`config.mk`:
```
export PLATFORM = sky130hd
export DESIGN_NAME = lprh_predict
export DESIGN_NICKNAME = d
export VERILOG_FILES = /design/src/design/lprh_pkg.sv /design/src/design/lprh_predict.sv
export SDC_FILE = /design/constraint.sdc
export NUM_CORES = 1
export LEC_CHECK = 0
export ABC_CLOCK_PERIOD_IN_PS = 8700
export BUFFER_PORTS_ARGS = -buffer_cell sky130_fd_sc_hd__buf_2
export CORE_UTILIZATION = 54
export DETAILED_ROUTE_END_ITERATION = 8
export GPL_ROUTABILITY_DRIVEN = 0
export PLACE_DENSITY = 0.87
export SYNTH_ARGS = -nofsm -noshare
export SYNTH_HDL_FRONTEND = slang
export SYNTH_SLANG_ARGS = --single-unit
export TNS_END_PERCENT = 30
```
`constraint.sdc`:
```
create_clock -name vclk -period 8.7
set_input_delay 0.87 -clock vclk [all_inputs]
set_output_delay 0.87 -clock vclk [all_outputs]
set_load 0.005 [all_outputs]
```
`src/design/lprh_pkg.sv`:
```
// Shared types and constants of the predictor residual histogram unit.
`default_nettype none

package lprh_pkg;

  // Histograms per channel: the raw samples plus eight predictor residuals.
  localparam int HistPerCh = 9;
  // Bins per histogram and the width of a bin index.
  localparam int Bins = 256;
  localparam int BinW = 8;
  // Width of the step counter of the sequencer (holds up to nine steps).
  localparam int StepW = 4;
  // Width of the count field on the output.
  localparam int OutCountW = 32;
  // Width used when forming a histogram row number (rows stay below 36).
  localparam int RowCalcW = 6;

  // Operation codes of an input beat.
  typedef enum logic [0:0] {
    OP_ACCUM = 1'b0,
    OP_READ  = 1'b1
  } op_e;

  // Table code that sums one bin over every channel.
  localparam logic [1:0] TableSum = 2'd3;

  // Sequencer states, one-hot.
  typedef enum logic [3:0] {
    S_CLEAR = 4'b0001,
    S_IDLE  = 4'b0010,
    S_RUN   = 4'b0100,
    S_DONE  = 4'b1000
  } seq_state_e;

  // Payload of one input beat.
  typedef struct packed {
    op_e        operation;
    logic [7:0] nw;
    logic [7:0] n;
    logic [7:0] w;
    logic [7:0] sample;
    logic [1:0] channel;
    logic [3:0] read_predictor;
    logic [1:0] read_table;
    logic [7:0] read_bin;
  } in_item_t;

  // Payload of one output beat.
  typedef struct packed {
    logic [7:0]           res_west;
    logic [7:0]           res_north;
    logic [7:0]           res_northwest;
    logic [7:0]           res_plane;
    logic [7:0]           res_half_west;
    logic [7:0]           res_half_north;
    logic [7:0]           res_average;
    logic [7:0]           res_median;
    logic [OutCountW-1:0] count;
  } out_item_t;

  // The eight residuals, index 0 for the west predictor up to 7 for the median.
  typedef logic [7:0][7:0] res_vec_t;

endpackage

`default_nettype wire

```
`src/design/lprh_predict.sv`:
```
// Eight lossless predictors and their residuals modulo 256.
`default_nettype none

module lprh_predict
  import lprh_pkg::*;
(
  input  wire logic [7:0] nw_i,
  input  wire logic [7:0] n_i,
  input  wire logic [7:0] w_i,
  input  wire logic [7:0] sample_i,
  output res_vec_t        res_o
);

  logic [7:0]        plane;
  logic signed [8:0] diff_w;
  logic signed [8:0] diff_n;
  logic signed [8:0] half_w;
  logic signed [8:0] half_n;
  logic [7:0]        pred_half_w;
  logic [7:0]        pred_half_n;
  logic [8:0]        sum_nw;
  logic [7:0]        pred_avg;
  logic [7:0]        lo;
  logic [7:0]        hi;
  logic [7:0]        pred_med;

  // Plane predictor W+N-NW wraps modulo 256.
  assign plane = w_i + n_i - nw_i;

  // Halved gradients, truncated toward zero: add one before the shift when negative.
  assign diff_w = $signed({1'b0, w_i}) - $signed({1'b0, nw_i});
  assign diff_n = $signed({1'b0, n_i}) - $signed({1'b0, nw_i});
  assign half_w = (diff_w + $signed({8'b0, diff_w[8]})) >>> 1;
  assign half_n = (diff_n + $signed({8'b0, diff_n[8]})) >>> 1;
  assign pred_half_w = n_i + half_w[7:0];
  assign pred_half_n = w_i + half_n[7:0];

  // Average of N and W, rounded down.
  assign sum_nw   = {1'b0, n_i} + {1'b0, w_i};
  assign pred_avg = sum_nw[8:1];

  // Median edge detector.
  assign lo = (n_i < w_i) ? n_i : w_i;
  assign hi = (n_i < w_i) ? w_i : n_i;
  always_comb begin
    if (nw_i >= hi) begin
      pred_med = lo;
    end else if (nw_i <= lo) begin
      pred_med = hi;
    end else begin
      pred_med = plane;
    end
  end

  // Residuals are the sample minus each prediction, modulo 256.
  assign res_o[0] = sample_i - w_i;
  assign res_o[1] = sample_i - n_i;
  assign res_o[2] = sample_i - nw_i;
  assign res_o[3] = sample_i - plane;
  assign res_o[4] = sample_i - pred_half_w;
  assign res_o[5] = sample_i - pred_half_n;
  assign res_o[6] = sample_i - pred_avg;
  assign res_o[7] = sample_i - pred_med;

endmodule

`default_nettype wire

```
; After elaboration in Yosys (flattened, before gate mapping)
; Index checks and enable logic that the tools add are counted.
[word_totals]
ff_bits = 0
elab_cells = 24
[classes]
addsub = 17
n_lt_le_gt_ge = 3
mux = 4
[op_table]
columns = cell, count
row1 = subtractor 8 bit, 9
row2 = 2-to-1 mux 8 bit, 4
row3 = adder 8 bit, 3
row4 = adder 9 x 2 -> 9 bit, 2
row5 = subtractor 8 x 8 -> 9 bit, 2
row6 = adder 8 x 8 -> 9 bit, 1
row7 = >= comparator 8 bit, 1
row8 = <= comparator 8 bit, 1
row9 = less-than comparator 8 bit, 1

; Depth between registers and ports, before layout
[depth]
ltp_word = 6
ltp_mapped = 25
mapped_depth_nobuf = 24

; Worst setup path before layout
; No wires, ideal clock.
[synth_timing]
path_type = input -> output
from = input w_i[0]
to = output res_o[39] (netlist name)
t_arrival_ns = 4.823
required_ns = 7.830
setup_slack_ns = 3.007
stages = 23
path_buffers = 0
cell_sequence = inv_1 -> ha_1 -> inv_1 -> fa_1 -> a21o_1 -> a21oi_2 -> o21ai_1 -> a21o_1 -> a21o_1 -> nor2_1 -> ha_1 -> and2_1 -> nand4_1 -> nor3_1 -> xor2_1 -> fa_1 -> inv_1 -> ha_1 -> o21a_1 -> o21ai_0 -> xnor2_1 -> xnor2_1 -> xnor2_1
[synth_rtl]
columns = element, line_no
row1 = start: declaration, lprh_predict.sv:9  ; input wire logic [7:0] w_i,
row2 = end: declaration, lprh_predict.sv:11  ; output res_vec_t res_o

==> metrics.csv <==
stage;metric;value;unit
cells_and_area;seq_cells;0;
timing;tightestPinTransition;1120;ps
detailed_routing;drt_wl_total;12500;um
grt;antenna_found_initial;0;
grt;grtUsageTotal;26.0;%
floorplanning;die_area;9800;um2
synthesis;yosysTopAreaCellShare;28.3;%
detailed_routing;final_antenna_net_count;0;
status;status;complete, no violations;
critical_path;critPathSlowestCell;a21oi_2;
critical_path;arrival;6320;ps
floorplanning;start_util;55.3;%
floorplanning;num_rows;35;
synthesis;ys_types;50;
timing;rsz0062_at_grt;false;
pwr;pwr_density_cell;170;nW/um2
synthesis;synth_fp_nets;836;
pwr;ir_worst_vdd;172;uV
critical_path;start_kind;primary input;
critical_path;crit_buf_inv;3;
synthesis;yosys_warnings;0;
critical_path;path_cells;buf_2, inv_1, ha_1, o21ai_0, o21ai_0, a21oi_2, o21ai_0, ha_1, nand2b_1, a31oi_1, o21ai_1, o41a_1, mux2_2, ha_1, nor2b_1, o21ai_0, a21boi_0, o21ai_0, a21oi_1, xnor2_1, xnor2_1, buf_2;
cells_and_area;areaGrowthSynthToFinish;11.5;%
grt;grt.busiest_layer;met2;
critical_path;cp.required;7830;ps
synthesis;yosys.area.top_type;ha_1;
grt;overflow;0;
synthesis;synth.most_common_cell;ha_1;
critical_path;crit_type;in2out;
grt;grt_pass1_wl;20900;um
critical_path;crit_path_frequent_cell;o21ai_0;
timing;finalCritPeriodShare;82.7;%
timing;finalHoldViolations;0;
placement;post_dp_cell_area;5670;um2
synthesis;synthTopCellsByCount;ha_1 (115), inv_1 (96), xnor2_1 (61);
critical_path;cp_top_family;compound AO/OA/AOI/OAI gates;
cells_and_area;drive_gt1_share;14.0;%
cells_and_area;diodes;0;
clocking;cts_resized;0;
cells_and_area;finalInstanceArea;5670;um2
critical_path;max_stage_delay;900;ps
grt;grt_max_degree;30;
placement;dp_hpwl;11100;um
run;maxCapViolCount;0;
synthesis;yosysSeqAreaShare;0;%
synthesis;syn_avg_cell_area;7.71;um2
timing;finalSetupViolCount;0;
critical_path;crit_fanout;29;
placement;portBuffers;96;
hold_path;hold_class;in2out;
timing;relSlewSlack;25.4;%
detailed_routing;viasPerCell;5.60;
clocking;postCtsSetupRepairBufs;0;
detailed_routing;wire_per_inst;14.6;um
timing;fmax;0.139;GHz
timing;tns;0;ps
grt;gr-usage-met1;33.5;%
cells_and_area;nFillCells;862;
cells_and_area;register_area;0;um2
detailed_routing;drcViolationCount;0;
grt;grt_util_met2;47.6;%
floorplanning;die_w;99;um
cells_and_area;fin_nets;928;
timing;slew_violations;0;
detailed_routing;num_vias;4819;
floorplanning;fp.dieH;99;um
cells_and_area;nClkBuffers;0;
timing;hold_slack;2180;ps
synthesis;synth_area;5080;um2
floorplanning;core;9200;um2
detailed_routing;first_pass_iters;5;
synthesis;synth_area_leaders;ha_1 (28%), fa_1 (12%), xnor2_1 (11%), inv_1 (7.1%), a21oi_1 (5.6%);
timing;finalCriticalPeriod;7190;ps
grt;gr-usage-met3;1.13;%
grt;grt_pass1_vias;4668;
synthesis;synth_cells;659;
detailed_routing;dr.first_iter.drc_count;264;
floorplanning;io_pins;96;
clocking;cts.hold.buffers_added;0;
pwr;leakagePower;0.00301;uW
critical_path;cp-end-kind;output pin;
==> tightest hold or removal path, stage by stage <==
cell,delay (ps)
buf_2,150
ha_1,150
inv_1,30
buf_2,110
==> power by group <==
part,leakage (uW),internal (uW),switching (uW),total (uW)
clock,0,0,0,0
sequential,0,0,0,0
combinational,0.00301,467,495,963
==> kinds of logic after synthesis <==
| logic type | Yosys count | share of synthesized area [%] |
|---|---|---|
| AO/OA/AOI/OAI | 167 | 20.0 |
| XOR/XNOR | 90 | 15.5 |
| adder cells (fa/ha/maj) | 145 | 40.1 |
| buffers and inverters | 102 | 7.83 |
| multiplexers | 11 | 2.19 |
| AND/OR/NAND/NOR | 144 | 14.3 |
==> layout by cell type (no fill, tap or decap), types with 3 or more instances in the layout <==
| master | instances |
|---|---|
| inv_1 | 96 |
| a21o_1 | 21 |
| nor2b_1 | 21 |
| and2_1 | 6 |
| o21a_1 | 8 |
| a21oi_1 | 56 |
| nor3_1 | 10 |
| a21boi_0 | 3 |
| buf_2 | 96 |
| nand3_1 | 4 |
| mux2i_1 | 10 |
| a211oi_1 | 3 |
| o21ai_0 | 50 |
| nand2_1 | 27 |
| xnor2_1 | 61 |
| o21ai_1 | 4 |
| nand4_1 | 6 |
| ha_1 | 115 |
| xor2_1 | 29 |
| o21bai_1 | 6 |
| nor2_1 | 42 |
| or3_1 | 3 |
| fa_1 | 30 |
| nand2b_1 | 15 |
==> per-layer routing <==
metal / part of all wire [%] / up-vias
met5: 0 / -
met4: 2.8 / 0
met3: 3.9 / 28
li1: - / 2419
met2: 48 / 122
met1: 46 / 2250
==> worst paths after layout <==
kind / from / to / slack (ps) / depth (start not counted)
worst max-delay path: w_i[1] / res_o[63] / 1510 / 22
worst min-delay path: nw_i[0] / res_o[16] / 2180 / 4
==> stage by stage <==
stage	power [uW]	util, %	setup WS (ps)	cells
global route	1080	61.6	1110	860
finish	963	61.6	1510	860
CTS	966	61.6	1590	860
detailed placement	959	61.6	1610	860
global placement	942	61.6	1740	860
floorplan	668	-	3010	659
==> area by class of cell <==
cell class,count,area [um2],area share [%]
Timing Repair Buffer,96,480,8.48
Inverter,96,360,6.36
Multi-Input combinational cell,557,4690,82.7
Tap cell,111,139,2.45
(Power assumes the default switching activity.)
